## src/sv/digital_net_point_generator_assert.svh

```systemverilog
// Assertion macros used by the point generator top level.
`ifndef DIGITAL_NET_POINT_GENERATOR_ASSERT_SVH
`define DIGITAL_NET_POINT_GENERATOR_ASSERT_SVH

// Same-cycle implication, checked on every rising clock edge outside reset.
`define DNPG_ASSERT_NOW(lbl, ante, cons) \
	lbl: assert property (@(posedge clk) disable iff (!arst_n) (ante) |-> (cons)) \
		else $error("dnpg check failed");

// Next-cycle implication, checked on every rising clock edge outside reset.
`define DNPG_ASSERT_NEXT(lbl, ante, cons) \
	lbl: assert property (@(posedge clk) disable iff (!arst_n) (ante) |=> (cons)) \
		else $error("dnpg check failed");

`endif

```

## src/sv/dnpg_pkg.sv

```systemverilog
// Shared types and constants of the digital net point generator.
package dnpg_pkg;

	localparam int WORD_W       = 32;
	localparam int DIM_W        = 4;
	localparam int MAX_DIMS_DEF = 16;
	localparam int DIGITS_DEF   = 32;
	localparam int OUT_LIMIT    = 16;

	localparam logic [5:0] NUM_BITS_RST = 6'd32;
	localparam logic [4:0] NUM_DIMS_RST = 5'd16;

	localparam logic REG_NUM_BITS = 1'b0;
	localparam logic REG_NUM_DIMS = 1'b1;

	typedef enum logic [1:0] {
		MODE_LOAD    = 2'd0,
		MODE_CLASSIC = 2'd1,
		MODE_GRAY    = 2'd2,
		MODE_NEXT    = 2'd3
	} mode_t;

	typedef enum logic {
		ST_IDLE = 1'b0,
		ST_RUN  = 1'b1
	} feed_state_t;

	typedef struct packed {
		mode_t       mode;
		logic [3:0]  load_dim;
		logic [4:0]  load_bit;
		logic [31:0] direction_value;
		logic [31:0] position;
	} in_item_t;

	typedef struct packed {
		logic [3:0]  out_dim;
		logic [31:0] coordinate;
		logic        last;
	} out_item_t;

	typedef struct packed {
		logic              valid;
		logic [DIM_W-1:0]  dim;
		logic              last;
		logic [WORD_W-1:0] bits;
		logic [WORD_W-1:0] acc;
	} lane_t;

endpackage

```

## src/sv/dnpg_ram.sv

```systemverilog
// Generic simple dual-port RAM with one write port and a registered read port.
module dnpg_ram #(
	parameter int WIDTH = 32,
	parameter int DEPTH = 16,
	localparam int AW = (DEPTH > 1) ? $clog2(DEPTH) : 1
) (
	input  logic             clk,
	input  logic             we,
	input  logic [AW-1:0]    waddr,
	input  logic [WIDTH-1:0] wdata,
	input  logic [AW-1:0]    raddr,
	output logic [WIDTH-1:0] rdata
);

	logic [WIDTH-1:0] mem_q [DEPTH];
	logic [WIDTH-1:0] rdata_q;

	always_ff @(posedge clk) begin
		if (we) begin
			mem_q[waddr] <= wdata;
		end
		rdata_q <= mem_q[raddr];
	end

	assign rdata = rdata_q;

endmodule

```

## src/sv/dnpg_feed.sv

```systemverilog
// Dimension sequencer and current-point store that launches coordinates into the cell chain.
module dnpg_feed import dnpg_pkg::*; #(
	parameter int MAX_DIMS = MAX_DIMS_DEF
) (
	input  logic              clk,
	input  logic              arst_n,
	input  logic              go,
	input  mode_t             mode,
	input  logic [31:0]       position,
	input  logic [5:0]        nd,
	input  logic [4:0]        nm,
	input  lane_t             wb,
	output lane_t             lane,
	output logic [DIM_W-1:0]  la_dim,
	output logic              active
);

	localparam int AW = (MAX_DIMS > 1) ? $clog2(MAX_DIMS) : 1;

	feed_state_t       state_q, state_d;
	logic [DIM_W-1:0]  cnt_q, cnt_d;
	logic [4:0]        nm_q;
	logic [WORD_W-1:0] bits_q, sel, mask;
	logic              next_q;
	logic              issue;
	logic              vld_s1;
	logic [DIM_W-1:0]  dim_s1;
	logic              last_s1;
	logic              cur_ok_s1;
	logic [MAX_DIMS-1:0] cur_vld_q;
	logic [WORD_W-1:0] cur_word;

	always_comb begin
		for (int k = 0; k < WORD_W; k++) begin
			mask[k] = (6'(k) < nd);
		end
		case (mode)
			MODE_CLASSIC: sel = position;
			MODE_GRAY:    sel = position ^ (position >> 1);
			MODE_NEXT:    sel = position & (~position + 32'd1);
			default:      sel = '0;
		endcase
	end

	always_comb begin
		state_d = state_q;
		cnt_d   = cnt_q;
		issue   = 1'b0;
		case (state_q)
			ST_IDLE: begin
				if (go && (nm != 5'd0)) begin
					state_d = ST_RUN;
					cnt_d   = '0;
				end
			end
			ST_RUN: begin
				issue = 1'b1;
				cnt_d = cnt_q + 1'b1;
				if ({1'b0, cnt_q} == (nm_q - 5'd1)) begin
					state_d = ST_IDLE;
				end
			end
			default: begin
				state_d = ST_IDLE;
			end
		endcase
	end

	always_ff @(posedge clk or negedge arst_n) begin
		if (!arst_n) begin
			state_q   <= ST_IDLE;
			cnt_q     <= '0;
			vld_s1    <= 1'b0;
			cur_vld_q <= '0;
		end else begin
			state_q <= state_d;
			cnt_q   <= cnt_d;
			vld_s1  <= issue;
			if (wb.valid) begin
				cur_vld_q[AW'(wb.dim)] <= 1'b1;
			end
		end
	end

	always_ff @(posedge clk) begin
		if (go && (state_q == ST_IDLE)) begin
			nm_q   <= nm;
			bits_q <= sel & mask;
			next_q <= (mode == MODE_NEXT);
		end
		dim_s1    <= cnt_q;
		last_s1   <= ({1'b0, cnt_q} == (nm_q - 5'd1));
		cur_ok_s1 <= cur_vld_q[AW'(cnt_q)];
	end

	dnpg_ram #(
		.WIDTH(WORD_W),
		.DEPTH(MAX_DIMS)
	) u_cur (
		.clk  (clk),
		.we   (wb.valid),
		.waddr(AW'(wb.dim)),
		.wdata(wb.acc),
		.raddr(AW'(cnt_q)),
		.rdata(cur_word)
	);

	always_comb begin
		lane.valid = vld_s1;
		lane.dim   = dim_s1;
		lane.last  = last_s1;
		lane.bits  = bits_q;
		lane.acc   = (next_q && cur_ok_s1) ? cur_word : '0;
	end

	assign la_dim = cnt_q;
	assign active = (state_q == ST_RUN) || vld_s1;

endmodule

```

## config.mk

```make
export PLATFORM = sky130hd
export DESIGN_NAME = dnpg_feed
export DESIGN_NICKNAME = d
export VERILOG_FILES = /design/src/sv/digital_net_point_generator_assert.svh /design/src/sv/dnpg_pkg.sv /design/src/sv/dnpg_ram.sv /design/src/sv/dnpg_feed.sv
export SDC_FILE = /design/constraint.sdc
export NUM_CORES = 1
export LEC_CHECK = 0
export ABC_AREA = 1
export BUFFER_PORTS_ARGS = -buffer_cell sky130_fd_sc_hd__buf_2
export CAP_MARGIN = 20
export CORE_AREA = 2 2 239 241
export DETAILED_ROUTE_END_ITERATION = 7
export DIE_AREA = 0 0 241 243
export GPL_ROUTABILITY_DRIVEN = 0
export GPL_TIMING_DRIVEN = 1
export REMOVE_ABC_BUFFERS = 1
export SETUP_SLACK_MARGIN = 0.05
export SLEW_MARGIN = 5
export SYNTH_ARGS = -nofsm -noshare
export SYNTH_HDL_FRONTEND = slang
export SYNTH_SLANG_ARGS = --single-unit
export TNS_END_PERCENT = 5
```

## constraint.sdc

```tcl
create_clock -name clk -period 2.43 [get_ports clk]
set_input_delay 0.486 -clock clk [delete_from_list [all_inputs] [get_ports clk]]
set_output_delay 0.486 -clock clk [all_outputs]
set_load 0.005 [all_outputs]
```

==> implementation parameters <==
Parameter                              Value

Route
  Number of nets still failing antenna checks after routing    0
  Total length of routed wires    63.0 mm
  DRC violation count after routing    0
  Iteration-0 DRC count of the detailed router    1652
  DR WL/cell    20.0 µm
  Overall via count from detail_route    16801
  Via/cell ratio    5.33
  Number of iterations in the first detailed-routing pass    5

Logic synthesis
  Sequential area share after synthesis    a little under three quarters
  Synth Cell Area    25000 µm²
  Count of distinct cell types in the synthesized netlist    36
  Mean post-synth cell area    roughly 12 µm²
  Cell count after synthesis    2168
  Flip-flop and latch count after synthesis    610
  Number of warnings printed during yosys synthesis    0

Timing
  Setup repair after global routing missed its margin    no
  Skew final    0.0203 ns
  Hold slack    0.109 ns
  Hold Fails Final Rpt    0
  Final slew viol count    0
  TNS Setup    0 ns
  Worst slew margin relative to its limit    between 50% and 60%
  Final min period    2.27 ns
  Max Clock Freq    around 440 MHz
  Tcrit/Tclk final    slightly above 90%
  Final setup vio count    0
  Transition time at the pin with the least slew margin    ~0.62 ns

Floorplanning
  Area enclosed by the die boundary    58600 µm²
  Placeable core region    56000 µm²
  I/O pin count    just under 200
  Initial core utilization    44.7%
  Die outline height    roughly 240 µm
  Die span in x    241 µm
  Std cell rows    87

Global route
  Overall Global Routing Usage    ~21%
  Antenna violations before repair    4
  Vias in the first global route    16230
  Largest net degree at the start of global routing    roughly 120
  First-pass GRT wire length    95.2 mm
  Leftover overflow at the end of global routing    0

Place
  Cell area reported after detailed placement    27100 µm²
  Half-perimeter wire length after placement    35.2 mm
  Count of port buffers added during placement    159

Critical path
  Element type at the critical path start    flip-flop
  Category of the critical setup timing path    flip-flop to primary output
  Peak fanout along the critical path    ~120
  Required arrival time at the worst endpoint    1.94 ns
  Kind of capture point of the worst setup path    primary output
  Signal arrival time at the worst endpoint    roughly 1.8 ns

Power
  Leakage power of the design    10.9 nW
  Peak ir drop on the vdd network    916 µV
  Power per cell area    1050 nW/µm²
  Overall Power    30.6 mW

CTS
  TritonCTS Buffers    66
  Depth of the CTS H-tree    3
  Buffers from clock root to sink, at most    3
  TritonCTS clock tree    built
  Latest clock arrival within the worst-skew pair    0.59 ns
  CTS Sinks    610
  Clock-pin slew reported for the worst setup and hold paths after clock tree synthesis    0.06 ns
  Clock Root Buffer    sky130_fd_sc_hd__clkbuf_16

Run
  MaxCap Viol Count    0

Cells and area
  Share of final-layout standard cells stronger than drive strength 1    14.5%
  Cell area after layout    29200 µm²
  Synthesis-to-layout area growth    16.8%
  Layout net count    2493

Worst hold path
  Class of the tightest hold or removal check    primary input to flip-flop

Outcome
  Status    complete, no violations
## cell usage in the layout (no fill, tap or decap), drive strengths merged, types with 2 or more instances in the layout
cell type / n
bufinv: 5
a31oi: 16
nand4: 3
o22ai: 33
xnor2: 2
ha: 33
o21ai: 237
clkbuf: 95
diode: 2
o211ai: 18
nand2: 462
inv: 120
dfxtp: 38
or2: 13
dfrtp: 22
nand3b: 2
nor2: 262
a21oi: 136
a22oi: 2
edfxtp: 550
nand3: 97
xor2: 3
buf: 215
nor3: 3
clkinv: 19
## area by class of cell
type / instances / area [µm²]
fill: 4891 / 26700
sequential: 610 / 17800
multi-input combinational: 1328 / 6300
clock buffer: 95 / 1840
timing repair buffer: 216 / 1560
tap: 756 / 946
inverter: 120 / 458
clock inverter: 24 / 254
antenna: 2 / 5.00
## Yosys cell counts (all sizes together)
cell type | count | area share [%]
a21boi | 1 | 0.030
a21oi | 136 | 2.7
a22oi | 2 | 0.060
a31oi | 16 | 0.40
and2 | 1 | 0.025
buf | 76 | 1.8
clkbuf | 34 | 0.51
clkinv | 1 | 0.015
dfrtp | 22 | 2.2
dfxtp | 38 | 3.0
edfxtp | 550 | 66
ha | 33 | 1.7
inv | 119 | 1.8
nand2 | 462 | 6.9
nand3 | 97 | 1.9
nand3b | 2 | 0.060
nand4 | 3 | 0.075
nor2 | 262 | 3.9
nor3 | 3 | 0.060
nor4 | 1 | 0.025
o211ai | 18 | 0.54
o21a | 1 | 0.030
o21ai | 237 | 4.7
o21bai | 1 | 0.030
o22ai | 33 | 0.83
o31ai | 1 | 0.030
or2 | 13 | 0.33
xnor2 | 2 | 0.070
xor2 | 3 | 0.11
## where the power goes
group | switching, mW | internal [mW]
Combinational | 5.62 | 2.69
Sequential | 0.339 | 12.2
Clock | 3.96 | 5.81
Total | 9.91 | 20.7
## worst max-delay path, stage by stage, from the launching register on
cell and delay (ns):
sky130_fd_sc_hd__dfrtp_4 0.49, sky130_fd_sc_hd__buf_12 0.39, sky130_fd_sc_hd__buf_2 0.22
## metal layers
layer  track usage (%)  vias to the layer above  part of all wire, %
li1                  -                     7931                    -
met4              7.17                        4                  2.4
met2              36.7                      541                   50
met3              3.34                      125                  6.3
met1              27.9                     8200                   42
met5                 0                        -                0.049
## cell families (layout without fill, tap and decap cells)
group                      after synthesis  in the layout  share of synthesized area, %
AOI/OAI and AO/OA                      446            446                          9.41
xor gates and xnor gates                 5              5                         0.175
adders and majority gates               33             33                          1.65
buffers and inverters                  230            455                          4.08
DFF                                    610            610                          71.3
other                                    0              2                             0
and+or+nand+nor                        844            844                          13.4
## flip-flops by register name, indices dropped and copies added, names as in the netlist
name / flops
u_cur.mem_q: 512
bits_q: 32
u_cur.rdata: 32
cur_vld_q: 16
nm_q: 5
dim_s1: 4
la_dim: 4
cur_ok_s1: 1
last_s1: 1
next_q: 1
state_q: 1
vld_s1: 1
## worst paths after layout
check	end	slack (ns)	start	cells past startpoint
setup reg to reg	u_cur.rdata[14]	0.62	la_dim[0]	8
hold reg to reg	cur_vld_q[0]	0.46	cur_vld_q[0]	1
max in group asynchronous	la_dim[1]	1.60	arst_n	2
hold / removal	nm_q[3]	0.11	nm[3]	1
setup / recovery	la_dim[0]	0.16	la_dim[0]	2
min in group asynchronous	cur_vld_q[3]	0.43	arst_n	2
## what timing repair did
action                     CTS  global route
hold endpoints to repair    22             0
buffers inserted             0             0
hold buffers                 1             0
setup endpoints to repair   17             0
gates resized for setup      1             0
## through the flow
| stage | util [%] | worst slack, ns | std cells |
|---|---|---|---|
| floorplan | - | -4.90 | 2058 |
| global placement | 48.4 | 0.340 | 3029 |
| detailed placement | 48.4 | 0.349 | 3029 |
| CTS | 52.2 | 0.115 | 3149 |
| global route | 52.2 | 0.0877 | 3150 |
| finish | 52.2 | 0.158 | 3151 |
(Power assumes the default switching activity.)
