File: config.mk
export PLATFORM = sky130hd
export DESIGN_NAME = dnpg_cell
export DESIGN_NICKNAME = d
export VERILOG_FILES = /design/src/sv/digital_net_point_generator_assert.svh /design/src/sv/dnpg_pkg.sv /design/src/sv/dnpg_ram.sv /design/src/sv/dnpg_cell.sv
export SDC_FILE = /design/constraint.sdc
export NUM_CORES = 1
export LEC_CHECK = 0
export BUFFER_PORTS_ARGS = -buffer_cell sky130_fd_sc_hd__buf_2
export CAP_MARGIN = 10
export CORE_MARGIN = 2
export CORE_UTILIZATION = 59
export CTS_BUF_LIST = sky130_fd_sc_hd__clkbuf_8
export CTS_CLUSTER_DIAMETER = 50
export DETAILED_ROUTE_END_ITERATION = 7
export PLACE_DENSITY = 0.79
export SLEW_MARGIN = 30
export SYNTH_ARGS = -nofsm -noshare
export SYNTH_HDL_FRONTEND = slang
export SYNTH_SLANG_ARGS = --single-unit
File: constraint.sdc
create_clock -name clk -period 1.4 [get_ports clk]
set_input_delay 0.28 -clock clk [delete_from_list [all_inputs] [get_ports clk]]
set_output_delay 0.28 -clock clk [all_outputs]
set_load 0.005 [all_outputs]
File: src/sv/digital_net_point_generator_assert.svh
// Assertion macros used by the point generator top level.
`ifndef DIGITAL_NET_POINT_GENERATOR_ASSERT_SVH
`define DIGITAL_NET_POINT_GENERATOR_ASSERT_SVH

// Same-cycle implication, checked on every rising clock edge outside reset.
`define DNPG_ASSERT_NOW(lbl, ante, cons) \
	lbl: assert property (@(posedge clk) disable iff (!arst_n) (ante) |-> (cons)) \
		else $error("dnpg check failed");

// Next-cycle implication, checked on every rising clock edge outside reset.
`define DNPG_ASSERT_NEXT(lbl, ante, cons) \
	lbl: assert property (@(posedge clk) disable iff (!arst_n) (ante) |=> (cons)) \
		else $error("dnpg check failed");

`endif

File: src/sv/dnpg_pkg.sv
// Shared types and constants of the digital net point generator.
package dnpg_pkg;

	localparam int WORD_W       = 32;
	localparam int DIM_W        = 4;
	localparam int MAX_DIMS_DEF = 16;
	localparam int DIGITS_DEF   = 32;
	localparam int OUT_LIMIT    = 16;

	localparam logic [5:0] NUM_BITS_RST = 6'd32;
	localparam logic [4:0] NUM_DIMS_RST = 5'd16;

	localparam logic REG_NUM_BITS = 1'b0;
	localparam logic REG_NUM_DIMS = 1'b1;

	typedef enum logic [1:0] {
		MODE_LOAD    = 2'd0,
		MODE_CLASSIC = 2'd1,
		MODE_GRAY    = 2'd2,
		MODE_NEXT    = 2'd3
	} mode_t;

	typedef enum logic {
		ST_IDLE = 1'b0,
		ST_RUN  = 1'b1
	} feed_state_t;

	typedef struct packed {
		mode_t       mode;
		logic [3:0]  load_dim;
		logic [4:0]  load_bit;
		logic [31:0] direction_value;
		logic [31:0] position;
	} in_item_t;

	typedef struct packed {
		logic [3:0]  out_dim;
		logic [31:0] coordinate;
		logic        last;
	} out_item_t;

	typedef struct packed {
		logic              valid;
		logic [DIM_W-1:0]  dim;
		logic              last;
		logic [WORD_W-1:0] bits;
		logic [WORD_W-1:0] acc;
	} lane_t;

endpackage

File: src/sv/dnpg_ram.sv
// Generic simple dual-port RAM with one write port and a registered read port.
module dnpg_ram #(
	parameter int WIDTH = 32,
	parameter int DEPTH = 16,
	localparam int AW = (DEPTH > 1) ? $clog2(DEPTH) : 1
) (
	input  logic             clk,
	input  logic             we,
	input  logic [AW-1:0]    waddr,
	input  logic [WIDTH-1:0] wdata,
	input  logic [AW-1:0]    raddr,
	output logic [WIDTH-1:0] rdata
);

	logic [WIDTH-1:0] mem_q [DEPTH];
	logic [WIDTH-1:0] rdata_q;

	always_ff @(posedge clk) begin
		if (we) begin
			mem_q[waddr] <= wdata;
		end
		rdata_q <= mem_q[raddr];
	end

	assign rdata = rdata_q;

endmodule

File: src/sv/dnpg_cell.sv
// One digit cell: holds the direction words of its digit and folds them into the passing lane.
module dnpg_cell import dnpg_pkg::*; #(
	parameter int K        = 0,
	parameter int MAX_DIMS = MAX_DIMS_DEF
) (
	input  logic              clk,
	input  logic              arst_n,
	input  lane_t             lane_in,
	input  logic [DIM_W-1:0]  la_dim,
	input  logic              we,
	input  logic [DIM_W-1:0]  wdim,
	input  logic [WORD_W-1:0] wdata,
	output lane_t             lane_out
);

	localparam int AW = (MAX_DIMS > 1) ? $clog2(MAX_DIMS) : 1;

	logic [WORD_W-1:0] word;
	logic              valid_q;
	lane_t             lane_d;
	lane_t             lane_q;

	dnpg_ram #(
		.WIDTH(WORD_W),
		.DEPTH(MAX_DIMS)
	) u_ram (
		.clk  (clk),
		.we   (we),
		.waddr(AW'(wdim)),
		.wdata(wdata),
		.raddr(AW'(la_dim)),
		.rdata(word)
	);

	always_ff @(posedge clk or negedge arst_n) begin
		if (!arst_n) begin
			valid_q <= 1'b0;
		end else begin
			valid_q <= lane_in.valid;
		end
	end

	always_comb begin
		lane_d     = lane_in;
		lane_d.acc = lane_in.bits[K] ? (lane_in.acc ^ word) : lane_in.acc;
	end

	always_ff @(posedge clk) begin
		lane_q <= lane_d;
	end

	always_comb begin
		lane_out       = lane_q;
		lane_out.valid = valid_q;
	end

endmodule

==> impl_metrics.py, run 1 <==
metrics = {
    "placement": {
        "port_buffers": 182,
        "post_place_cell_area_sq_um": 24200,
        "numPlacedInstances": 1646,
        "routabilityCongestion": 0.751,
        "pre_cts_slack_ns": -0.328,
        "dp_hpwl_um": 26200,
    },
    "run_status": {
        "run_status": "completed",
    },
    "worst_setup_path": {
        "required_ns": 1.12,
        "cp_data_arrival_time_ns": 1.11,
        "crit_buf_inv": 1,
        "timing.critical_path.slowest_cell_delay_ns": 0.35,
        "critical_path_class": "flop to output pin",
        "cp_top_family": "flip-flops",
        "critical_path.slowest_cell": "dfrtp_1",
        "path_max_fanout": 1,
        "worstSetupStartpointType": "flop",
        "end_kind": "output pin",
        "cp_cell_sequence": "buf_2",
    },
    "synthesis": {
        "synth_seq_area_share_pct": 80.4,
        "syn-cell-area_sq_um": 21700,
        "post_synth_inst_count": 976,
        "synth.yosys.warnings": 0,
        "postSynth.asyncResetShare_pct": 0.163,
        "synth-edff-count": 512,
        "synth_cell_type_count": 19,
        "ys_seq_elements": 614,
        "mappedNetlistNets": 1089,
        "synth_top_flop_cell": "edfxtp_1",
        "synth.avg_cell_area_sq_um": 22.2,
    },
    "route": {
        "drt_drc_violations_left": 0,
        "detail_route.first_pass.iterations": 5,
        "drt_wl_total_um": 48100,
        "vias": 11500,
        "routed_len_inst_um": 25.1,
        "post_drt_via_cell_ratio": 5.99,
        "antenna_left": 0,
        "drt_first_iter_violations": 1283,
    },
    "clocking": {
        "cts_clk_pin_slew_worst_paths_ns": 0.06,
        "clock_sinks": 614,
        "htree_num_levels": 3,
        "tritoncts": "done",
        "cts_root_buffer": "clkbuf_8",
        "clkLatencyLatePin_ns": 0.65,
        "clock_path_buffers": 3,
        "postCtsSetupRepairBufs": 0,
        "tritoncts_buffer_count": 91,
    },
    "timing": {
        "worstMarginPinSlew_ns": 0.354,
        "setup_repair_after_global_routing_missed_its_margin": "true",
        "clock.fmax_mhz": 719,
        "final_critical_path_setup_slack_ns": 0.00848,
        "report.final.setup_viol": 0,
        "final.setup.tns_ns": 0,
        "relative_slew_slack_pct": 76.3,
        "min_period_ns": 1.39,
        "timing.clock.skew_ns": 0.0137,
        "final-hold-violation-count": 0,
        "final_cycle_utilization_of_the_critical_path_pct": 99.4,
        "hold_ws_ns": 0.104,
        "drv_slew": 0,
    },
    "final_layout": {
        "share_of_the_core_filled_with_cells_in_the_final_layout_pct": 74.7,
        "layout.cells.non_filler": 1916,
        "area.growth.synth_to_final_pct": 25.3,
        "antennaDiodeCount": 0,
        "regArea_sq_um": 17400,
        "stdcell_area_sq_um": 27200,
        "multi_input_area_sq_um": 4220,
        "fillerInstances": 1924,
        "final_layout_size_suffix_gt1_share_pct": 38.2,
        "fin_nets": 1487,
    },
    "floorplan": {
        "fp-row-count": 70,
        "die_area_sq_um": 38300,
        "ios": 183,
        "core_region_area_sq_um": 36300,
        "initial_standard_cell_utilization_of_the_core_pct": 59.6,
        "die_width_um": 196,
        "die_height_um": 196,
    },
    "grt": {
        "grt_antenna_before_repair": 0,
        "grt_start_max_net_pins": 33,
        "first_pass_grt_wire_length_um": 71500,
        "gr-usage-all-layers_pct": 26.0,
        "grt_pass1_vias": 12000,
        "globalRouteOverflowTotal": 0,
    },
    "pwr": {
        "p_seq_share_pct": 55.5,
        "switching_share_pct": 21.4,
        "p_leak_nw": 9.49,
        "power.ir.vdd_worst_uv": 854,
        "power.density_cell_area_nw_per_um2": 1370,
        "power.share.combinational_pct": 6.4,
        "total_switching_power_mw": 7.95,
        "power.share.clock_pct": 38.1,
        "cell_internal_pwr_mw": 29.1,
        "design_power_total_mw": 37.1,
    },
    "worst_hold_path": {
        "worstHoldPathType": "input port to flop",
    },
    "run": {
        "maxcap_violations": 0,
    },
}
cells in the mapped netlist (4+ instances only):
library cell	number	area, sq um
a22oi_1	64	480
buf_1	9	33.8
buf_2	8	40.0
buf_4	10	75.1
clkbuf_1	20	75.1
dfxtp_1	101	2020
edfxtp_1	512	15400
mux4_2	128	2880
nand2_1	65	244
nor2_1	13	48.8
nor3_1	4	20.0
xnor2_1	32	280
registers in the layout (all words and copies together), names as in the netlist:
name / flops
u_ram.rdata: 32
lane_out: 69
valid_q: 1
u_ram.mem_q: 512
logic make-up after synthesis:
group           count (synthesis)  share of synthesized area [%]
compound gates                 64                           2.22
xor+xnor                       32                           1.29
simple gates                   91                           1.72
flops                         614                           80.4
mux                           128                           13.3
buf+inv                        47                           1.03
layout make-up:
cell class              count  area share, %
well taps                 468           2.16
clock inverters            57           1.13
clock buffers             110           5.58
repair buffers            352           11.3
flip-flops and latches    614           64.3
multi-input cells         315           15.5
per-layer routing:
layer / track usage (%) / share of wire (%) / vias to the layer above
met4: 10.0 / 3.0 / 0
met1: 35.3 / 38 / 5806
met5: 0 / 0 / -
met3: 6.18 / 9.4 / 127
li1: - / - / 4812
met2: 41.6 / 50 / 725
final timing paths:
check / cells after the start / to / slack (ns) / startpoint
max: 1 / lane_out[69] / 0.008 / valid_q
min: 3 / lane_out[12] / 0.10 / lane_in[32]
max reg2reg: 3 / u_ram.rdata[16] / 0.08 / u_ram.mem_q[6][16]
min reg2reg: 2 / lane_out[21] / 0.46 / u_ram.rdata[21]
max in group asynchronous: 3 / valid_q / 0.83 / arst_n
min in group asynchronous: 3 / valid_q / 0.47 / arst_n
cells in the final DEF, fill, tap and decap left out, types with 3 or more instances in the layout:
cell type	Yosys	routed
buf_6	0	12
buf_2	8	168
buf_4	10	24
dlygate4sd3_1	0	103
inv_1	0	27
nor3_4	0	4
nand2_1	65	64
clkinvlp_4	0	3
dfxtp_1	101	80
clkinv_1	0	11
mux4_2	128	128
clkbuf_8	0	111
nor2_4	0	13
a22oi_1	64	62
xnor2_1	32	32
clkinv_2	0	11
edfxtp_1	512	512
dfxtp_2	0	21
inv_6	0	3
buf_12	0	44
power by group through the flow:
stage	combinational [mW]	clock [mW]	sequential, mW
floorplan	1.10	0	20.9
global placement	2.06	0	20.9
detailed placement	2.13	0	20.9
CTS	2.36	14.4	20.5
global route	2.55	15.1	20.6
finish	2.37	14.1	20.6
repair_timing:
| item | CTS | global route |
|---|---|---|
| hold buffers | 103 | 0 |
| hold endpoints to repair | 552 | 0 |
| gates resized for setup | 4 | 31 |
| setup endpoints to repair | 4 | 31 |
Note: power is estimated with default switching activity, not from simulation.
==> run 2: changes to the inputs <==
Settings changed: CAP_MARGIN 10 to 20, SETUP_SLACK_MARGIN set to 0.2.
==> run 2 against run 1 <==
Wire length down 0.83%. Clock skew up 0.0028 ns. Via count down 0.91%. Sequential share of layout area down 1.1 points. Clock-buffer cell count unchanged. Cell area up 1.8%. Critical endpoint unchanged. Largest cell class unchanged.
==> impl_metrics.py, run 2 (same netlist as run 1, synthesis figures left out) <==
metrics = {
    "timing": {
        "worstMarginPinSlew_ns": 0.588,
        "drv_slew": 0,
        "final.setup.tns_ns": 0,
        "final_critical_path_setup_slack_ns": 0.0135,
        "timing.clock.skew_ns": 0.0165,
        "setup_repair_after_global_routing_missed_its_margin": "true",
        "hold_ws_ns": 0.0200,
        "final_cycle_utilization_of_the_critical_path_pct": 99.0,
        "report.final.setup_viol": 0,
        "relative_slew_slack_pct": 60.7,
        "min_period_ns": 1.39,
        "final-hold-violation-count": 0,
        "clock.fmax_mhz": 721,
    },
    "worst_setup_path": {
        "path_max_fanout": 1,
        "cp_data_arrival_time_ns": 1.11,
        "critical_path.reg2reg.endpoint": "u_ram.rdata[18]",
        "endpoint": "lane_out[69]",
        "end_kind": "output pin",
        "critical_path.slowest_cell": "dfrtp_1",
        "timing.rr.start": "u_ram.mem_q[0][18]",
        "timing.critical_path.slowest_cell_delay_ns": 0.36,
        "critical_path_class": "flop to output pin",
        "crit_buf_inv": 1,
        "crit_cells": 1,
        "reg2reg_slack_ns": 0.12,
        "worstSetupStartpointType": "flop",
        "rr_worst_depth": 3,
        "timing.critical_path.from": "valid_q",
        "cp_cell_sequence": "buf_2",
        "cp_top_family": "flip-flops",
        "required_ns": 1.12,
    },
    "route": {
        "vias": 11400,
        "detail_route.first_pass.iterations": 5,
        "drt_drc_violations_left": 0,
        "post_drt_via_cell_ratio": 5.86,
        "drt_first_iter_violations": 1028,
        "antenna_left": 0,
        "drt_wl_total_um": 47700,
        "routed_len_inst_um": 24.6,
    },
    "final_layout": {
        "area.growth.synth_to_final_pct": 27.6,
        "fillerInstances": 1860,
        "antennaDiodeCount": 0,
        "layout.cells.most_common": "edfxtp_1",
        "stdcell_area_sq_um": 27600,
        "top_register": "u_ram.mem_q",
        "fin_nets": 1504,
        "layout.cells.most_common_list": "512 x edfxtp_1, 164 x buf_2, 128 x mux4_2, 111 x clkbuf_8, 94 x dlygate4sd3_1",
        "max_ffs_per_register": 512,
        "final_layout_size_suffix_gt1_share_pct": 42.4,
    },
    "grt": {
        "first_pass_grt_wire_length_um": 71600,
        "gr-usage-all-layers_pct": 25.7,
        "grt_pass1_vias": 12200,
        "globalRouteOverflowTotal": 0,
        "grt_antenna_before_repair": 0,
        "grt_start_max_net_pins": 42,
    },
    "floorplan": {
        "ios": 183,
        "die_height_um": 196,
        "initial_standard_cell_utilization_of_the_core_pct": 59.6,
        "die_width_um": 196,
        "fp-row-count": 70,
        "core_region_area_sq_um": 36300,
        "die_area_sq_um": 38300,
    },
    "pwr": {
        "power.ir.vdd_worst_uv": 1100,
        "power.density_cell_area_nw_per_um2": 1360,
        "p_leak_nw": 9.68,
    },
    "clocking": {
        "cts_root_buffer": "clkbuf_8",
        "htree_num_levels": 3,
        "clock_path_buffers": 3,
        "clock_sinks": 614,
        "tritoncts": "done",
        "cts_clk_pin_slew_worst_paths_ns": 0.06,
        "tritoncts_buffer_count": 94,
        "clkLatencyLatePin_ns": 0.64,
    },
    "placement": {
        "routabilityCongestion": 0.769,
        "port_buffers": 182,
        "dp_hpwl_um": 27200,
        "pre_cts_slack_ns": -0.322,
        "post_place_cell_area_sq_um": 24400,
    },
    "worst_hold_path": {
        "worstHoldPathType": "input port to flop",
        "timing.hold.worst.start": "wdata[8]",
    },
    "run_status": {
        "run_status": "completed",
    },
    "run": {
        "maxcap_violations": 0,
    },
}
## run 2: cell types whose count changed in the layout (fill, tap and decap cells not counted), sizes merged
| cell | change |
|---|---|
| buf | +23 |
| dlygate4sd3 | -9 |
| inv | +7 |
| bufinv | +2 |
| clkinv | -1 |
## run 2: per-stage QoR
step | power, mW | std cells | utilization (%)
after global routing | 38.8 | 1938 | 76.1
after global placement | 23.0 | 1669 | 67.2
after detailed placement | 23.1 | 1669 | 67.2
after CTS | 37.8 | 1938 | 75.4
final | 37.6 | 1938 | 76.1
after floorplan | 22.0 | 976 | -
## run 2: power by group
group	total (mW)	leakage, nW	internal [mW]	switching (mW)
Clock	14.5	1.10	7.90	6.63
Sequential	20.6	5.49	20.4	0.182
Combinational	2.53	3.09	1.32	1.21
## run 2: per-layer routing
layer  wire [um]  global-route usage [%]
met1       18600                    34.7
met2       24800                    43.4
met3        3370                    4.77
met4         957                    8.03
met5           0                       0
## run 2: how the worst min path moves through the flow
stage | to | cells past startpoint
after floorplan | valid_q | 0
after global placement | valid_q | 1
after detailed placement | valid_q | 1
after CTS | u_ram.mem_q[0][24] | 1
after global routing | u_ram.mem_q[4][8] | 1
final | u_ram.mem_q[4][8] | 1
## run 2: cell type report
class                   count  area (sq um)  area share, %
clock buffers             110          1510           5.48
clock inverters            65           383           1.38
multi-input cells         315          4450           16.1
flip-flops and latches    614         17500           63.1
well taps                 468           586           2.12
repair buffers            366          3260           11.8
## run 2: repair_timing
item / 4_1_cts / 5_1_grt
endpoints found under the setup margin: 98 / 102
pin swaps: 7 / 2
hold buffers: 94 / 0
hold endpoints to repair: 367 / 0
gates resized for setup: 33 / 54
buffers inserted: 0 / 0
==> run 3: changes to the inputs <==
Settings changed: CORE_UTILIZATION 59 to 45, PLACE_DENSITY 0.79 to not set.
==> run 3 against run 2 <==
The run now ends with setup timing left. Non-clock buffer count grew 17. Sequential power is essentially flat. Flip-flop and latch count is the same. Register-to-register slack gained 0.04 ns. Wire length shrank 0.52%. Via count shrank 2.5%. Worst setup slack lost 0.025 ns. Clock skew grew 0.0072 ns.
==> impl_metrics.py, run 3 (same netlist as run 1, synthesis figures left out) <==
metrics = {
    "route": {
        "drt_first_iter_violations": 918,
        "post_drt_via_cell_ratio": 5.25,
        "vias": 11100,
        "drt_wl_total_um": 47500,
        "antenna_left": 0,
        "routed_len_inst_um": 22.5,
        "drt_drc_violations_left": 0,
        "detail_route.first_pass.iterations": 5,
    },
    "worst_setup_path": {
        "critical_path.slowest_cell": "dfrtp_1",
        "required_ns": 1.12,
        "rr_worst_depth": 3,
        "crit_buf_inv": 1,
        "cp_top_family": "flip-flops",
        "timing.critical_path.slowest_cell_delay_ns": 0.36,
        "crit_cells": 1,
        "path_max_fanout": 1,
        "cp_cell_sequence": "buf_2",
        "end_kind": "output pin",
        "worstSetupStartpointType": "flop",
        "cp_data_arrival_time_ns": 1.13,
        "critical_path_class": "flop to output pin",
        "reg2reg_slack_ns": 0.16,
    },
    "placement": {
        "port_buffers": 182,
        "dp_hpwl_um": 26400,
        "routabilityCongestion": 0.693,
    },
    "worst_hold_path": {
        "worstHoldPathType": "input port to flop",
        "worst_hold_path.num_cells": 3,
    },
    "run_status": {
        "run_status": "finished, violations left",
        "violations": "setup timing",
    },
    "clocking": {
        "clkLatencyLatePin_ns": 0.66,
        "htree_num_levels": 3,
        "clock_path_buffers": 3,
        "cts_root_buffer": "clkbuf_8",
        "postCtsSetupRepairBufs": 0,
        "clock_sinks": 614,
        "cts_clk_pin_slew_worst_paths_ns": 0.06,
        "tritoncts": "done",
        "tritoncts_buffer_count": 99,
    },
    "grt": {
        "first_pass_grt_wire_length_um": 70600,
        "globalRouteOverflowTotal": 0,
        "grt_antenna_before_repair": 1,
        "gr-usage-all-layers_pct": 19.3,
        "grt_pass1_vias": 11700,
        "grt_start_max_net_pins": 33,
    },
    "final_layout": {
        "area.growth.synth_to_final_pct": 29.3,
        "top_register": "u_ram.mem_q",
        "layout.cells.most_common_list": "512 x edfxtp_1, 172 x buf_2, 128 x mux4_2, 108 x clkbuf_8, 103 x dlygate4sd3_1",
        "final_layout_size_suffix_gt1_share_pct": 42.2,
        "antennaDiodeCount": 0,
        "share_of_the_core_filled_with_cells_in_the_final_layout_pct": 58.8,
        "fin_nets": 1526,
        "max_ffs_per_register": 512,
        "layout.cells.most_common": "edfxtp_1",
    },
    "pwr": {
        "p_leak_nw": 9.76,
        "power.ir.vdd_worst_uv": 814,
        "power.density_cell_area_nw_per_um2": 1360,
        "design_power_total_mw": 38.2,
    },
    "timing": {
        "clock.fmax_mhz": 708,
        "final-hold-violation-count": 0,
        "final_critical_path_setup_slack_ns": -0.0119,
        "drv_slew": 0,
        "relative_slew_slack_pct": 68.0,
        "hold_ws_ns": 0.106,
        "worstMarginPinSlew_ns": 0.479,
        "report.final.setup_viol": 1,
        "setup_repair_after_global_routing_missed_its_margin": "true",
        "timing.clock.skew_ns": 0.0237,
        "final.setup.tns_ns": -0.0119,
        "final_cycle_utilization_of_the_critical_path_pct": 101,
        "min_period_ns": 1.41,
    },
    "floorplan": {
        "die_area_sq_um": 49900,
        "die_width_um": 223,
        "initial_standard_cell_utilization_of_the_core_pct": 45.5,
        "fp-row-count": 80,
        "die_height_um": 223,
        "core_region_area_sq_um": 47600,
        "ios": 183,
    },
    "run": {
        "maxcap_violations": 0,
    },
}
run 3: worst min-delay path, stage by stage:
cell,delay [ns]
buf_2,0.21
nand2_1,0.15
xnor2_1,0.07
run 3: cell type report:
| cell class | instances | area (sq um) |
|---|---|---|
| Tap cell | 615 | 769 |
| Fill cell | 3520 | 19600 |
| Clock buffer | 107 | 1470 |
| Multi-Input combinational cell | 315 | 4470 |
| Timing Repair Buffer | 383 | 3370 |
| Sequential cell | 614 | 17400 |
| Clock inverter | 76 | 487 |
run 3: power by group:
part	switching (mW)	internal [mW]	total, mW
Sequential	0.145	20.4	20.5
Clock	6.90	8.18	15.1
Combinational	1.21	1.35	2.56
Total	8.26	29.9	38.2
run 3: through the flow:
| step | instances | instance area [sq um] | worst slack (ns) |
|---|---|---|---|
| floorplan | 976 | 22000 | -0.589 |
| global placement | 1822 | 24700 | -0.376 |
| detailed placement | 1822 | 24700 | -0.360 |
| CTS | 2108 | 27800 | -0.0798 |
| global route | 2110 | 28000 | -0.0811 |
| finish | 2110 | 28000 | -0.0119 |
run 3: path summary, 6_finish.rpt:
path,from,to
min,lane_in[32],lane_out[16]
min reg2reg,u_ram.rdata[19],lane_out[19]
max,valid_q,lane_out[69]
max reg2reg,u_ram.mem_q[3][19],u_ram.rdata[19]
min in group asynchronous,arst_n,valid_q
max in group asynchronous,arst_n,valid_q
run 3: what timing repair did:
action,in CTS,in global routing
setup endpoints to repair,97,101
hold buffers,103,0
gates resized for setup,34,37
cloned,0,0
pin swaps,12,0
hold endpoints to repair,582,0
run 3: routing by layer:
metal | vias to the layer above | routed length, um | global-route usage, %
met2 | 327 | 23200 | 31.2
met5 | - | 11 | 0
met4 | 2 | 943 | 5.74
met3 | 84 | 2460 | 3.90
met1 | 5766 | 20900 | 26.8
li1 | 4901 | - | -
